<file path="config.mk">
export PLATFORM = sky130hd
export DESIGN_NAME = servo_lid_ramp_controller_unit
export DESIGN_NICKNAME = d
export VERILOG_FILES = /design/src/sv/slrc_pkg.sv /design/src/sv/servo_lid_ramp_controller_unit.sv
export SDC_FILE = /design/constraint.sdc
export NUM_CORES = 1
export LEC_CHECK = 0
export CORE_MARGIN = 8
export CORE_UTILIZATION = 40
export CTS_CLUSTER_DIAMETER = 120
export DETAILED_ROUTE_END_ITERATION = 8
export DONT_BUFFER_PORTS = 1
export HOLD_SLACK_MARGIN = 0.05
export PLACE_DENSITY = 0.53
export SLEW_MARGIN = 40
export SYNTH_ARGS = -nofsm -noshare
export SYNTH_HDL_FRONTEND = slang
export SYNTH_SLANG_ARGS = --single-unit
</file>
<file path="constraint.sdc">
create_clock -name clk -period 8.3 [get_ports clk]
set_input_delay 1.66 -clock clk [delete_from_list [all_inputs] [get_ports clk]]
set_output_delay 1.66 -clock clk [all_outputs]
set_load 0.05 [all_outputs]
</file>
<file path="src/sv/slrc_pkg.sv">
`timescale 1ns / 1ps
`default_nettype none

package slrc_pkg;

    localparam int DUTY_W    = 14;
    localparam int ANGLE_W   = 7;
    localparam int TICK_W    = 10;
    localparam int CFG_IDX_W = 3;

    localparam int DEFAULT_MAX_ANGLE = 90;

    localparam logic [CFG_IDX_W-1:0] CFG_DUTY_ZERO   = 3'd0;
    localparam logic [CFG_IDX_W-1:0] CFG_DUTY_NINETY = 3'd1;
    localparam logic [CFG_IDX_W-1:0] CFG_OPEN_ZERO   = 3'd2;
    localparam logic [CFG_IDX_W-1:0] CFG_UP_STEP     = 3'd3;
    localparam logic [CFG_IDX_W-1:0] CFG_DOWN_STEP   = 3'd4;
    localparam logic [CFG_IDX_W-1:0] CFG_DEBOUNCE    = 3'd5;
    localparam logic [CFG_IDX_W-1:0] CFG_POLL        = 3'd6;

    localparam logic [DUTY_W-1:0] RST_DUTY_ZERO   = 14'd1240;
    localparam logic [DUTY_W-1:0] RST_DUTY_NINETY = 14'd2120;
    localparam logic [TICK_W-1:0] RST_UP_STEP     = 10'd15;
    localparam logic [TICK_W-1:0] RST_DOWN_STEP   = 10'd20;
    localparam logic [TICK_W-1:0] RST_DEBOUNCE    = 10'd120;
    localparam logic [TICK_W-1:0] RST_POLL        = 10'd250;

    typedef struct packed {
        logic button_edge;
        logic auto_open;
    } tick_word_t;

    typedef struct packed {
        logic [DUTY_W-1:0]  duty;
        logic [ANGLE_W-1:0] angle_now;
        logic               moving;
        logic               lid_open;
        logic               manual_mode;
        logic               closed_report;
    } result_word_t;

    typedef struct packed {
        logic [DUTY_W-1:0] duty_at_zero;
        logic [DUTY_W-1:0] duty_at_ninety;
        logic              open_at_zero;
        logic [TICK_W-1:0] up_step_ticks;
        logic [TICK_W-1:0] down_step_ticks;
        logic [TICK_W-1:0] debounce_ticks;
        logic [TICK_W-1:0] poll_ticks;
    } config_t;

    typedef struct packed {
        logic [ANGLE_W-1:0] angle;
        logic [ANGLE_W-1:0] target;
        logic               move_active;
        logic               move_up;
        logic [TICK_W-1:0]  step_timer;
        logic               manual_flag;
        logic               stored_open;
        logic               open_status;
        logic [TICK_W-1:0]  since_press;
        logic               last_auto;
        logic [TICK_W-1:0]  poll_timer;
        logic               auto_closing;
    } lid_state_t;

endpackage

`default_nettype wire

</file>
<file path="src/sv/servo_lid_ramp_controller_unit.sv">
// Servo lid ramp controller. Each tick word is one millisecond tick and yields exactly one
// result word. The block accepts a tick word every clock cycle as long as the result side
// is not stalled. A result word comes out behind three register stages: the state update
// stage, the angle-times-span multiply stage and the reciprocal-multiply stage that scales the
// duty. The configuration port is always ready and must only be written while no result is
// outstanding; writing the open_at_zero register cancels any move and parks the lid at the new
// closed angle.
`timescale 1ns / 1ps
`default_nettype none

module servo_lid_ramp_controller_unit #(
    parameter int MAX_ANGLE = slrc_pkg::DEFAULT_MAX_ANGLE
) (
    input  wire                                   clk,
    input  wire                                   rst_n,
    input  wire                                   tick_valid,
    output logic                                  tick_stall,
    input  slrc_pkg::tick_word_t                  tick_word,
    output logic                                  result_valid,
    input  wire                                   result_stall,
    output slrc_pkg::result_word_t                result_word,
    input  wire                                   cfg_valid,
    output logic                                  cfg_ready,
    input  wire  [slrc_pkg::CFG_IDX_W-1:0]        cfg_index,
    input  wire  [slrc_pkg::DUTY_W-1:0]           cfg_data
);
    import slrc_pkg::*;

    localparam int PROD_W  = DUTY_W + ANGLE_W;
    localparam int SHIFT   = PROD_W + $clog2(MAX_ANGLE);
    localparam int SCALE_W = 2 * PROD_W + 1;
    localparam logic [PROD_W:0] Recip =
        (PROD_W+1)'((((64'd1 << SHIFT) + 64'(MAX_ANGLE)) - 64'd1) / 64'(MAX_ANGLE));
    localparam logic [ANGLE_W-1:0] MaxAngle = ANGLE_W'(MAX_ANGLE);

    config_t      cfg_reg;
    lid_state_t   state_reg;
    lid_state_t   state_next;
    logic         report_next;

    logic         a_valid_reg;
    logic         b_valid_reg;
    logic         result_valid_reg;
    result_word_t a_word_reg;
    result_word_t b_word_reg;
    result_word_t result_word_reg;
    logic [PROD_W-1:0] prod_reg;

    logic               advance;
    logic               accept;
    logic               cfg_write;
    logic [ANGLE_W-1:0] open_a;
    logic [ANGLE_W-1:0] closed_a;
    logic               duty_falls;
    logic [DUTY_W-1:0]  duty_span;
    logic [ANGLE_W-1:0] angle_clamped;
    logic [SCALE_W-1:0] scaled;
    logic [DUTY_W-1:0]  quotient;
    logic [DUTY_W-1:0]  duty_next;

    function automatic lid_state_t begin_move(
        input lid_state_t         s,
        input logic [ANGLE_W-1:0] t,
        input logic               is_auto_close,
        input logic [ANGLE_W-1:0] open_angle,
        input logic [TICK_W-1:0]  up_ticks,
        input logic [TICK_W-1:0]  down_ticks
    );
        lid_state_t r;
        r = s;
        r.target = t;
        r.auto_closing = is_auto_close;
        if (s.angle == t) begin
            r.open_status = (t == open_angle);
            r.auto_closing = 1'b0;
        end else begin
            r.move_active = 1'b1;
            r.move_up = (t > s.angle);
            r.step_timer = (t > s.angle) ? up_ticks : down_ticks;
        end
        return r;
    endfunction

    assign advance    = !(result_valid_reg && result_stall);
    assign tick_stall = !advance;
    assign accept     = tick_valid && advance;
    assign cfg_ready  = 1'b1;
    assign cfg_write  = cfg_valid && cfg_ready;

    assign open_a   = cfg_reg.open_at_zero ? '0 : MaxAngle;
    assign closed_a = cfg_reg.open_at_zero ? MaxAngle : '0;

    always_comb
    begin
        lid_state_t s;
        logic       press_ok;
        logic [ANGLE_W-1:0] t;
        s = state_reg;
        report_next = 1'b0;
        t = '0;

        if (s.move_active)
        begin
            if (s.step_timer != '0)
            begin
                s.step_timer = s.step_timer - 1'b1;
            end
            if (s.step_timer == '0)
            begin
                if (s.angle == s.target)
                begin
                    s.move_active = 1'b0;
                    s.open_status = (s.target == open_a);
                    report_next = s.auto_closing;
                    s.auto_closing = 1'b0;
                end else begin
                    s.angle = s.move_up ? s.angle + 1'b1 : s.angle - 1'b1;
                    s.step_timer = s.move_up ? cfg_reg.up_step_ticks
                                             : cfg_reg.down_step_ticks;
                end
            end
        end

        press_ok = tick_word.button_edge && !s.move_active &&
                   (s.since_press >= cfg_reg.debounce_ticks);
        if (press_ok)
        begin
            s.since_press = '0;
            if (!s.manual_flag)
            begin
                s.stored_open = s.open_status;
                s.manual_flag = 1'b1;
                t = s.open_status ? closed_a : open_a;
            end else begin
                s.manual_flag = 1'b0;
                t = s.stored_open ? open_a : closed_a;
            end
            s = begin_move(s, t, 1'b0, open_a, cfg_reg.up_step_ticks,
                           cfg_reg.down_step_ticks);
        end else if (!(&s.since_press))
        begin
            s.since_press = s.since_press + 1'b1;
        end

        if (s.poll_timer == '0)
        begin
            s.poll_timer = (cfg_reg.poll_ticks == '0) ? '0 : cfg_reg.poll_ticks - 1'b1;
            if (!s.manual_flag && !s.move_active && (tick_word.auto_open != s.last_auto))
            begin
                s.last_auto = tick_word.auto_open;
                t = tick_word.auto_open ? open_a : closed_a;
                if (!tick_word.auto_open && (s.angle == t))
                begin
                    report_next = 1'b1;
                end
                s = begin_move(s, t, !tick_word.auto_open, open_a,
                               cfg_reg.up_step_ticks, cfg_reg.down_step_ticks);
            end
        end else begin
            s.poll_timer = s.poll_timer - 1'b1;
        end

        state_next = s;
    end

    always_ff @(posedge clk or negedge rst_n)
    begin
        if (!rst_n)
        begin
            cfg_reg.duty_at_zero    <= RST_DUTY_ZERO;
            cfg_reg.duty_at_ninety  <= RST_DUTY_NINETY;
            cfg_reg.open_at_zero    <= 1'b0;
            cfg_reg.up_step_ticks   <= RST_UP_STEP;
            cfg_reg.down_step_ticks <= RST_DOWN_STEP;
            cfg_reg.debounce_ticks  <= RST_DEBOUNCE;
            cfg_reg.poll_ticks      <= RST_POLL;
            state_reg               <= '0;
            a_valid_reg             <= 1'b0;
            b_valid_reg             <= 1'b0;
            result_valid_reg        <= 1'b0;
        end else begin
            if (advance)
            begin
                a_valid_reg      <= accept;
                b_valid_reg      <= a_valid_reg;
                result_valid_reg <= b_valid_reg;
            end
            if (cfg_write)
            begin
                case (cfg_index)
                    CFG_DUTY_ZERO:   cfg_reg.duty_at_zero    <= cfg_data;
                    CFG_DUTY_NINETY: cfg_reg.duty_at_ninety  <= cfg_data;
                    CFG_OPEN_ZERO:
                    begin
                        cfg_reg.open_at_zero   <= cfg_data[0];
                        state_reg.move_active  <= 1'b0;
                        state_reg.angle        <= cfg_data[0] ? MaxAngle : '0;
                        state_reg.target       <= cfg_data[0] ? MaxAngle : '0;
                        state_reg.step_timer   <= '0;
                        state_reg.open_status  <= 1'b0;
                        state_reg.auto_closing <= 1'b0;
                    end
                    CFG_UP_STEP:     cfg_reg.up_step_ticks   <= cfg_data[TICK_W-1:0];
                    CFG_DOWN_STEP:   cfg_reg.down_step_ticks <= cfg_data[TICK_W-1:0];
                    CFG_DEBOUNCE:    cfg_reg.debounce_ticks  <= cfg_data[TICK_W-1:0];
                    CFG_POLL:        cfg_reg.poll_ticks      <= cfg_data[TICK_W-1:0];
                    default:         ;
                endcase
            end else if (accept)
            begin
                state_reg <= state_next;
            end
        end
    end

    assign duty_falls    = cfg_reg.duty_at_ninety < cfg_reg.duty_at_zero;
    assign duty_span     = duty_falls ? cfg_reg.duty_at_zero - cfg_reg.duty_at_ninety
                                      : cfg_reg.duty_at_ninety - cfg_reg.duty_at_zero;
    assign angle_clamped = (a_word_reg.angle_now > MaxAngle) ? MaxAngle
                                                             : a_word_reg.angle_now;
    assign scaled        = SCALE_W'(prod_reg) * SCALE_W'(Recip);
    assign quotient      = DUTY_W'(scaled >> SHIFT);
    assign duty_next     = duty_falls ? cfg_reg.duty_at_zero - quotient
                                      : cfg_reg.duty_at_zero + quotient;

    always_ff @(posedge clk)
    begin
        if (advance)
        begin
            a_word_reg.duty               <= '0;
            a_word_reg.angle_now          <= state_next.angle;
            a_word_reg.moving             <= state_next.move_active;
            a_word_reg.lid_open           <= state_next.open_status;
            a_word_reg.manual_mode        <= state_next.manual_flag;
            a_word_reg.closed_report      <= report_next;
            prod_reg                      <= PROD_W'(duty_span) * PROD_W'(angle_clamped);
            b_word_reg                    <= a_word_reg;
            result_word_reg.duty          <= duty_next;
            result_word_reg.angle_now     <= b_word_reg.angle_now;
            result_word_reg.moving        <= b_word_reg.moving;
            result_word_reg.lid_open      <= b_word_reg.lid_open;
            result_word_reg.manual_mode   <= b_word_reg.manual_mode;
            result_word_reg.closed_report <= b_word_reg.closed_report;
        end
    end

    assign result_valid = result_valid_reg;
    assign result_word  = result_word_reg;

    a_angle_range: assert property (@(posedge clk) disable iff (!rst_n)
        state_reg.angle <= MaxAngle)
        else $error("Lid angle left its range.");

    a_target_endpoint: assert property (@(posedge clk) disable iff (!rst_n)
        (state_reg.target == '0) || (state_reg.target == MaxAngle))
        else $error("Move target is neither endpoint.");

    a_report_closed: assert property (@(posedge clk) disable iff (!rst_n)
        (result_valid_reg && result_word_reg.closed_report) |->
        !result_word_reg.lid_open)
        else $error("Close report while the lid reads open.");

    a_result_drop: assert property (@(posedge clk) disable iff (!rst_n)
        $fell(result_valid_reg) |-> $past(!result_stall))
        else $error("Result word dropped while stalled.");

endmodule

`default_nettype wire

</file>
Word level (Yosys, flattened, before mapping):

Index checks and enable logic that the tools add are counted.

* register bits: 191
* latch bits: 0
* bits in writable memories: 0
* bits in read-only memories: 0
* input port bits: 24
* output and inout bits: 28
* word-level logic and storage cells: 161
* memories kept: 0

* $add $sub $neg: 10
* $mul: 2
* divide/modulo/power cells: 0
* $lt $le $gt $ge: 5
* equality and inequality tests: 14
* shifts and indexed selects: 0
* muxes and demuxes: 62
* bitwise gates (word level): 1
* reduce and logical (&&, ||, !) cells: 28

Operators by type and width (number)
* $mux W10: 14
* $mux W7: 13
* $mux W51: 1
* $mux W44: 1
* $eq A7 B7 Y1: 6
* $mul A21 B22 Y42 const B: 1
* $sub A14 B14 Y14: 3
* $mux W33: 1
* $logic_not A10 Y1: 3
* $mux W15: 2
* $sub A10 B1 Y10 const B: 3
* $mux W14: 2
* $mux W1: 25
* $mux W12: 2
* $mux W22: 1
* $mul A14 B7 Y21: 1
* $reduce_and A2 Y1: 9
* $add A14 B14 Y14: 1
* $gt A7 B7 Y1: 2
* $lt A14 B14 Y1: 1
* $add A10 B1 Y10 const B: 1
* $ge A10 B10 Y1: 1
* $reduce_and A10 Y1: 1
* $reduce_bool A10 Y1: 1
* 13 further kinds: 26

Depth between registers and ports, before layout:

Gate-level depths: netlist of run 1.

* depth in word-level cells: 21
* mapped depth: 38
* depth with buffers taken out: 38

Least setup slack after synthesis of run 1:

OpenSTA, ideal clock, no wires.

* path kind: register to register
* start point: register prod_reg[13]
* end point: register result_word_reg (netlist bit result_word[24]), data pin
* setup time: 0.261 ns
* data arrival time: 8.151 ns
* required time: 8.039 ns
* slack: -0.113 ns
* stages on the path, launching flop included: 32
* path buffers: 0
* clock period less this slack: 8.413 ns
* cell sequence: edfxtp_1 -> ha_1 -> fa_1 -> inv_1 -> fa_1 -> inv_1 -> fa_1 -> fa_1 -> fa_1 -> inv_1 -> fa_1 -> inv_1 -> ha_1 -> nand4_1 -> nor2_1 -> a311oi_1 -> a221oi_1 -> o211a_1 -> o211a_1 -> o31ai_1 -> nand2_1 -> a2111oi_0 -> nor2_1 -> xnor2_1 -> ha_1 -> and3_1 -> a21oi_1 -> a31oi_1 -> a21o_1 -> a21oi_1 -> xnor3_1 -> xnor2_1

* longest elaborated chain between the ends: 3
* elaborated cells between the ends (all ways): 4
* classes of those cells: add/sub: 2; mul: 1; mux: 1

Ends and longest elaborated chain
* from (decl): RTL line servo_lid_ramp_controller_unit.sv:47 `logic [PROD_W-1:0] prod_reg;`
* from (signal assigned): RTL line servo_lid_ramp_controller_unit.sv:236 `prod_reg <= PROD_W'(duty_span) * PROD_W'(angle_clamped);`
* $mul A21 B22 Y42 (*): RTL line servo_lid_ramp_controller_unit.sv:221 `assign scaled = SCALE_W'(prod_reg) * SCALE_W'(Recip);`
* $add A14 B14 Y14 / $sub A14 B14 Y14 (equally long branches): RTL line servo_lid_ramp_controller_unit.sv:224, servo_lid_ramp_controller_unit.sv:223
* $mux W14 (*): RTL line servo_lid_ramp_controller_unit.sv:223 `assign duty_next = duty_falls ? cfg_reg.duty_at_zero - quotient`
* via duty_next[13]: RTL line servo_lid_ramp_controller_unit.sv:59 `logic [DUTY_W-1:0] duty_next;`
* to (decl): RTL line servo_lid_ramp_controller_unit.sv:46 `result_word_t result_word_reg;`

The timed path passes the listed nets; every way through them passes the cells marked *.
A chain may end at the register's enable or synchronous reset.

Worst setup path in the final report of run 1:

Ends and elaborated chain as after synthesis.

==> impl_metrics.env, run 1 <==
export IMPL_status="finished clean"
export IMPL_overflow=0
export IMPL_holdBufCountCts=0
export IMPL_critPathKind="register to register"
export IMPL_max_freq_ghz=0.122
export IMPL_post_route_drc_count=0
export IMPL_grt_max_degree=124
export IMPL_holdPathEnd="result_word[4]"
export IMPL_slew_headroom=0.451
export IMPL_routed_wl_um=50400
export IMPL_drive_gt1_frac=0.178
export IMPL_netlist_area_leader_share=0.179
export IMPL_clock_root_buffer="clkbuf_16"
export IMPL_io_pins=52
export IMPL_slew_violations=0
export IMPL_grt_pass1_wl_um=81800
export IMPL_finalCriticalPeriod_ns=8.21
export IMPL_ys_flop_type="dfrtp_1"
export IMPL_vias=15100
export IMPL_rrSetupSlack_ns=0.09
export IMPL_final_nets=2731
export IMPL_crit_path_end_kind="register"
export IMPL_cts_buffers=17
export IMPL_clockBufferDepth=2
export IMPL_rows=83
export IMPL_grt_setup_unrepaired="yes"
export IMPL_syn_nets=2591
export IMPL_viasPerCell=5.15
export IMPL_yosysTopAreaCell="fa_1"
export IMPL_start_kind="register"
export IMPL_synth_avg_cell_area_um2=9.79
export IMPL_setup_viol=0
export IMPL_routedWlPerCell_um=17.2
export IMPL_postSynthCellCount=2095
export IMPL_place_hpwl_um=40900
export IMPL_cpPeakStageDelay_ns=0.55
export IMPL_fp_dieH_um=242
export IMPL_critPathTopFamily="adder cells"
export IMPL_antenna_left=0
export IMPL_cp_arrival_ns=8.42
export IMPL_largest_reg_flops=69
export IMPL_clk_latency_ns=0.46
export IMPL_start_util=0.402
export IMPL_critPathMaxFanout=4
export IMPL_yosys_cell_types_count=84
export IMPL_synth_area_top_cells="fa_1, ha_1, dfrtp_1"
export IMPL_timing_final_crit_share=0.989
export IMPL_ys_seq_elements=191
export IMPL_area_delta_synth_final_pct=15.3
export IMPL_track_usage=0.170
export IMPL_syn_area_mm2=0.0205
export IMPL_port_buffers=0
export IMPL_setup_slack_ns=0.0877
export IMPL_hold_viol_final=0
export IMPL_crit_slowest_cell="fa_1"
export IMPL_synthArstFlopShare=0.644
export IMPL_reg2reg_depth=33
export IMPL_reg2reg_from="prod_reg[13]"
export IMPL_min_path_type="register to register"
export IMPL_drt_iter0_drc=688
export IMPL_gp_congestion=0.885
export IMPL_fp_dieW_um=242
export IMPL_hold_slack_ns=0.422
export IMPL_cp_required_ns=8.51
export IMPL_r2r_end="result_word[24]"
export IMPL_tightest_slew_ns=0.815
export IMPL_dp_slack_ns=-0.655
export IMPL_antenna_found_initial=0
export IMPL_core_mm2=0.0510
export IMPL_cts_max_level=4
export IMPL_hold_start="b_word_reg[4]"
export IMPL_holdPathStages=0
export IMPL_diodes=0
export IMPL_finalClockSkew_ns=0.0136
export IMPL_synth_edf_count=68
export IMPL_yosys_warnings=0
export IMPL_grt_pass1_vias=15300
export IMPL_dieArea_mm2=0.0588
export IMPL_maxCapViolCount=0
export IMPL_cp_num_buf_inv=7
export IMPL_clk_pin_slew_ns=0.08
export IMPL_cts_tree="done"
export IMPL_clock_sinks=191
export IMPL_ys_seq_area_frac=0.251
export IMPL_first_pass_iters=5
[area by class of cell]
class,instances,area (µm²)
Clock buffer,17,425
Timing Repair Buffer,180,1370
Tap cell,680,851
Clock inverter,15,153
Inverter,357,1340
Fill cell,4797,27300
Multi-Input combinational cell,1488,14400
Sequential cell,191,5150
[Yosys cell counts, types with 6 or more instances]
master and n:
nand3_1 15, nor2_1 101, o31ai_1 10, nor3_1 41, xor2_1 38, nand2_1 175, o21bai_1 10, fa_1 183
a21oi_1 74, a31oi_1 18, a22o_1 7, mux2_2 53, a221o_1 8, inv_1 356, o21ai_0 91, edfxtp_1 68
ha_1 289, nand2b_1 12, dfrtp_1 99, or3_1 9, o22ai_1 11, a211oi_1 13, a21o_1 35, buf_2 6
mux2i_1 19, xnor2_1 63, and3_1 12, nand4_1 12, mux2_4 8, nor2b_1 13, nor4_1 14, and2_1 31
o21a_1 8, clkbuf_1 48, dfstp_2 24, a221oi_1 16
[how the worst max path moves through the flow]
stage	end	from	slack [ns]	cells after the start
floorplan	result_word[24]	prod_reg[13]	0.03	31
global placement	result_word[23]	prod_reg[13]	-0.55	35
detailed placement	result_word[23]	prod_reg[13]	-0.65	35
CTS	result_word[24]	prod_reg[5]	0.0007	35
global route	result_word[24]	prod_reg[14]	-0.27	34
finish	result_word[24]	prod_reg[13]	0.09	33
[metal layers]
layer,vias to the layer above,GRT usage,wire [µm]
met3,61,0.0225,1400
met1,7430,0.220,22700
li1,7377,-,-
met4,0,0.0537,1380
met2,215,0.294,24800
met5,-,0,0
[timing repair]
item                                    CTS  global route
hold endpoints to repair                  0             0
pin swaps                                51            51
resized for setup                        53            51
buffers inserted                         17            13
cloned                                    0             0
endpoints found under the setup margin    6             8
[kinds of logic (layout without fill, tap and decap cells)]
kind of cell / count (synthesis) / count (layout) / share of synthesized area
flip-flops: 191 / 191 / 0.251
adder cells (fa/ha/maj): 472 / 472 / 0.355
multiplexers: 82 / 82 / 0.0453
other: 1 / 1 / 0.000183
AO/OA/AOI/OAI: 362 / 362 / 0.118
buffers and inverters: 416 / 569 / 0.0771
AND/OR/NAND/NOR: 469 / 469 / 0.109
XOR/XNOR: 102 / 102 / 0.0442
[metrics by stage]
step | instances | area (µm²) | TNS [ns] | util
after floorplan | 2095 | 20500 | 0 | -
after global placement | 2868 | 22300 | -1.60 | 0.437
after detailed placement | 2868 | 22300 | -2.19 | 0.437
after CTS | 2916 | 23300 | 0 | 0.456
after global routing | 2928 | 23600 | -0.552 | 0.464
final | 2928 | 23600 | 0 | 0.464
[placed cells by master, fill, tap and decap left out, drive strengths merged, types with 63 or more instances in the layout]
cell type	count
fa	183
mux2	63
edfxtp	68
ha	289
dfrtp	99
buf	180
a21oi	76
inv	365
o21ai	93
xnor2	63
nand2	177
nor2	102
Power of run 1 is left out: the tool's default activity adds up to more than one toggle a clock period on the data nets, which glitch-free logic cannot reach.
==> inputs of run 2 (changes only) <==
==> constraint.sdc (replaced) <==
create_clock -name clk -period 8.3 [get_ports clk]
set_input_delay 0 -clock clk [delete_from_list [all_inputs] [get_ports clk]]
set_output_delay 0 -clock clk [all_outputs]
set_load 0.05 [all_outputs]
==> run 2 against run 1 <==
  * Worst hold slack worse by 0.33 ns
  * Sequential cell count stayed put
  * Final area grew 1.2%
  * Die area is the same
  * Cell count is 0.85% higher
  * Critical path depth up 1
  * Setup slack worse by 0.0024 ns
  * First-iteration DRC count is 1.6% lower
  * Clock-buffer cell count grew 2
  * Non-clock buffer count is 22 higher
  * Critical endpoint unchanged
  * Largest cell class unchanged
==> impl_metrics.env, run 2 (synthesis results as in run 1) <==
export IMPL_largest_reg_flops=69
export IMPL_grt_max_degree=124
export IMPL_cts_tree="done"
export IMPL_antenna_left=0
export IMPL_grt_pass1_vias=15800
export IMPL_critPathKind="register to register"
export IMPL_drive_gt1_frac=0.173
export IMPL_area_delta_synth_final_pct=16.8
export IMPL_drt_iter0_drc=677
export IMPL_hold_viol_final=0
export IMPL_reg2reg_depth=34
export IMPL_busiest_layer="met2"
export IMPL_instances_no_fill=2953
export IMPL_placed_cells=2865
export IMPL_vias=15200
export IMPL_setup_slack_ns=0.0853
export IMPL_start_util=0.402
export IMPL_timing_final_crit_share=0.990
export IMPL_finalClockSkew_ns=0.0151
export IMPL_cts_max_level=4
export IMPL_final_nets=2753
export IMPL_core_mm2=0.0510
export IMPL_grt_pass1_wl_um=83400
export IMPL_cp_required_ns=8.51
export IMPL_final_common_cell="inv_1"
export IMPL_gr_usage_met1=0.224
export IMPL_crit_path_end_kind="register"
export IMPL_rrSetupSlack_ns=0.09
export IMPL_cts_buffers=17
export IMPL_slew_violations=0
export IMPL_routed_wl_um=51300
export IMPL_io_pins=52
export IMPL_crit_slowest_cell="fa_1"
export IMPL_worst_path_most_repeated_cell="inv_2"
export IMPL_rows=83
export IMPL_clockBufferDepth=2
export IMPL_met2_usage=0.305
export IMPL_grt_setup_unrepaired="yes"
export IMPL_status="finished clean"
export IMPL_hold_start="cfg_index[0]"
export IMPL_maxCapViolCount=0
export IMPL_post_route_drc_count=0
export IMPL_clock_sinks=191
export IMPL_setup_viol=0
export IMPL_fin_setup_tns_ns=0
export IMPL_antenna_found_initial=4
export IMPL_tightest_slew_ns=0.851
export IMPL_holdPathEnd="cfg_reg[47]"
export IMPL_fp_dieH_um=242
export IMPL_finalCriticalPeriod_ns=8.21
export IMPL_dieArea_mm2=0.0588
export IMPL_most_common_layout_cells="inv_1, ha_1, fa_1, nand2_1, buf_4"
export IMPL_overflow=0
export IMPL_start_kind="register"
export IMPL_cp_arrival_ns=8.43
export IMPL_clock_root_buffer="clkbuf_16"
export IMPL_track_usage=0.174
export IMPL_clk_latency_ns=0.46
export IMPL_max_freq_ghz=0.122
export IMPL_first_pass_iters=4
export IMPL_clk_pin_slew_ns=0.08
export IMPL_cpPeakStageDelay_ns=0.57
export IMPL_critPathMaxFanout=5
export IMPL_r2r_end="result_word[24]"
export IMPL_gp_congestion=0.888
export IMPL_port_buffers=0
export IMPL_met3_usage=0.0201
export IMPL_place_hpwl_um=41000
export IMPL_min_path_type="primary input to register"
export IMPL_fp_dieW_um=242
export IMPL_holdPathStages=4
export IMPL_reg2reg_from="prod_reg[13]"
export IMPL_viasPerCell=5.15
export IMPL_slew_headroom=0.433
export IMPL_dp_slack_ns=-0.681
export IMPL_routedWlPerCell_um=17.4
[run 2: cell count changes in the layout (fill, tap and decap cells not counted), moves of 3 or more]
cell           change
ha_2               -3
xnor2_2            -4
ha_1               +5
inv_1              -3
buf_4             -11
dlygate4sd3_1     +32
inv_2              +3
xnor2_1            +3
diode_2            +3
[run 2: repair_timing]
item                       in CTS  in global routing
setup endpoints to repair       6                  8
hold buffers                   33                  0
resized for setup              56                 56
setup buffers                  14                  9
hold endpoints to repair      228                  0
pin swaps                      48                 25
[run 2: critical path: cells and delay by family, from the launching register on]
kind / cells / cell delay (ns)
AO/OA/AOI/OAI: 11 / 2.09
buffers and inverters: 6 / 0.37
XOR/XNOR: 3 / 0.47
AND/OR/NAND/NOR: 5 / 0.79
flip-flops: 1 / 0.45
adder cells (fa/ha/maj): 9 / 3.82
[run 2: how the worst max path moves through the flow]
stage | from | to | depth (start not counted)
after floorplan | prod_reg[13] | result_word[24] | 31
after detailed placement | prod_reg[13] | result_word[24] | 35
after global routing | prod_reg[19] | result_word[24] | 34
after global placement | prod_reg[13] | result_word[23] | 35
after CTS | prod_reg[11] | result_word[24] | 34
final | prod_reg[13] | result_word[24] | 34
[run 2: final cells by class]
class / instances / area, µm²
diodes: 3 / 7.51
clock buffers: 19 / 433
clock inverters: 13 / 146
fillers: 4819 / 27100
inverters: 357 / 1340
multi-input cells: 1488 / 14400
flip-flops and latches: 191 / 5150
well taps: 680 / 851
repair buffers: 202 / 1640
[run 2: metal layers]
| metal | part of all wire | vias up |
|---|---|---|
| li1 | - | 7411 |
| met3 | 0.023 | 60 |
| met5 | 0.00023 | - |
| met4 | 0.023 | 2 |
| met1 | 0.46 | 7522 |
| met2 | 0.50 | 226 |
[run 2: through the flow]
| step | hold WS [ns] | util | area [µm²] |
|---|---|---|---|
| after floorplan | -0.296 | - | 20500 |
| after global placement | -0.290 | 0.436 | 22300 |
| after detailed placement | -0.290 | 0.437 | 22300 |
| after CTS | 0.0692 | 0.462 | 23600 |
| after global routing | 0.0949 | 0.469 | 23900 |
| final | 0.0915 | 0.469 | 23900 |
Power of run 2 is left out for the same reason.
==> inputs of run 3 (changes only) <==
REMOVE_ABC_BUFFERS = 1   (was unset)
==> run 3 against run 2 <==
  * The flow now finishes with violations (setup timing)
  * Sequential share of layout area is 0.20 points higher
  * Sequential cell count did not move
  * Wire length about the same
  * Critical path type unchanged
  * Highest routed layer is now met4
  * First-iteration DRC count is 0.44% higher
  * Die area did not move
  * Critical path depth rose by 2
==> impl_metrics.env, run 3 (synthesis results as in run 1) <==
export IMPL_cpPeakStageDelay_ns=0.58
export IMPL_holdPathEnd="cfg_reg[26]"
export IMPL_clk_latency_ns=0.47
export IMPL_cp_arrival_ns=8.71
export IMPL_crit_path_end_kind="register"
export IMPL_grt_pass1_vias=15700
export IMPL_cts_tree="done"
export IMPL_clock_root_buffer="clkbuf_16"
export IMPL_cp_required_ns=8.52
export IMPL_start_util=0.402
export IMPL_max_freq_ghz=0.118
export IMPL_finalCriticalPeriod_ns=8.49
export IMPL_overflow=0
export IMPL_vias=15200
export IMPL_slew_headroom=0.404
export IMPL_port_buffers=0
export IMPL_slew_violations=0
export IMPL_grt_pass1_wl_um=83400
export IMPL_cts_max_level=4
export IMPL_dp_slack_ns=-0.706
export IMPL_antenna_left=0
export IMPL_maxCapViolCount=0
export IMPL_finalClockSkew_ns=0.0173
export IMPL_rows=83
export IMPL_final_nets=2760
export IMPL_setup_slack_ns=-0.194
export IMPL_hold_start="cfg_index[2]"
export IMPL_fp_dieH_um=242
export IMPL_antenna_found_initial=1
export IMPL_drt_iter0_drc=680
export IMPL_reg2reg_depth=36
export IMPL_clk_pin_slew_ns=0.08
export IMPL_area_delta_synth_final_pct=15.7
export IMPL_status="finished with violations"
export IMPL_track_usage=0.175
export IMPL_final_util=0.465
export IMPL_final_common_cell="inv_1"
export IMPL_post_route_drc_count=0
export IMPL_r2r_end="result_word[24]"
export IMPL_timing_final_crit_share=1.02
export IMPL_fp_dieW_um=242
export IMPL_min_path_type="primary input to register"
export IMPL_rrSetupSlack_ns=-0.19
export IMPL_hold_slack_ns=0.0776
export IMPL_crit_slowest_cell="fa_1"
export IMPL_viasPerCell=5.12
export IMPL_grt_setup_unrepaired="yes"
export IMPL_first_pass_iters=5
export IMPL_violations="setup timing"
export IMPL_largest_reg_flops=69
export IMPL_worstSetupStartpoint="prod_reg[13]"
export IMPL_routed_wl_um=51300
export IMPL_holdPathStages=3
export IMPL_clockBufferDepth=2
export IMPL_grt_max_degree=124
export IMPL_critPathKind="register to register"
export IMPL_cts_buffers=17
export IMPL_worst_path_most_repeated_cell="fa_1"
export IMPL_clock_sinks=191
export IMPL_core_mm2=0.0510
export IMPL_fin_setup_tns_ns=-0.350
export IMPL_drive_gt1_frac=0.159
export IMPL_place_hpwl_um=41000
export IMPL_reg2reg_from="prod_reg[13]"
export IMPL_setup_viol=3
export IMPL_io_pins=52
export IMPL_dieArea_mm2=0.0588
export IMPL_routedWlPerCell_um=17.3
export IMPL_most_common_layout_cells="inv_1, ha_1, fa_1, nand2_1, buf_4"
export IMPL_gp_congestion=0.894
export IMPL_tightest_slew_ns=0.893
export IMPL_critPathMaxFanout=5
export IMPL_hold_viol_final=0
export IMPL_start_kind="register"
[run 3: through the flow]
stage / cell area (µm²) / std cells
CTS: 23600 / 2949
detailed placement: 22300 / 2867
floorplan: 20300 / 2036
global placement: 22300 / 2867
global route: 23700 / 2958
finish: 23700 / 2958
[run 3: worst max-delay path: cells and delay by family (launching register included)]
family                     cells  cell delay, ns
DFF                            1            0.43
adders and majority gates      9            3.89
xor gates and xnor gates       3            0.45
AOI/OAI and AO/OA             11            1.74
and+or+nand+nor                5            1.03
buffers and inverters          8            0.73
[run 3: worst max path at each step]
| stage | depth (start not counted) | slack, ns | endpoint |
|---|---|---|---|
| 6_report | 36 | -0.19 | result_word[24] |
| 5_1_grt | 36 | -0.59 | result_word[24] |
| 4_1_cts | 35 | -0.18 | result_word[24] |
| 3_5_place_dp | 35 | -0.71 | result_word[23] |
| 3_3_place_gp | 35 | -0.56 | result_word[23] |
| 2_1_floorplan | 31 | -0.12 | result_word[24] |
[run 3: layout make-up]
cell class                 instances  area, µm²
clock buffer                      24        526
antenna                            1       2.50
multi-input combinational       1488      14100
inverter                         357       1340
fill                            4821      27300
sequential                       191       5150
timing repair buffer             209       1690
clock inverter                     8       67.6
tap                              680        851
[run 3: repair_timing]
action                                 CTS  global route
setup endpoints to repair                6             9
setup buffers                           18             7
gates resized for setup                 37            19
pin swaps                               28            28
hold buffers                            33             0
endpoints found under the hold margin  233             0
gates cloned                             0             0
[run 3: routing by layer]
metal,global-route usage,up-vias,routed length (µm),part of all wire
met5,0,-,0,0
met4,0.0615,0,1470,0.029
met3,0.0201,66,1410,0.028
met2,0.306,232,25500,0.50
met1,0.220,7434,22900,0.45
li1,-,7423,-,-
Power of run 3 is left out for the same reason.
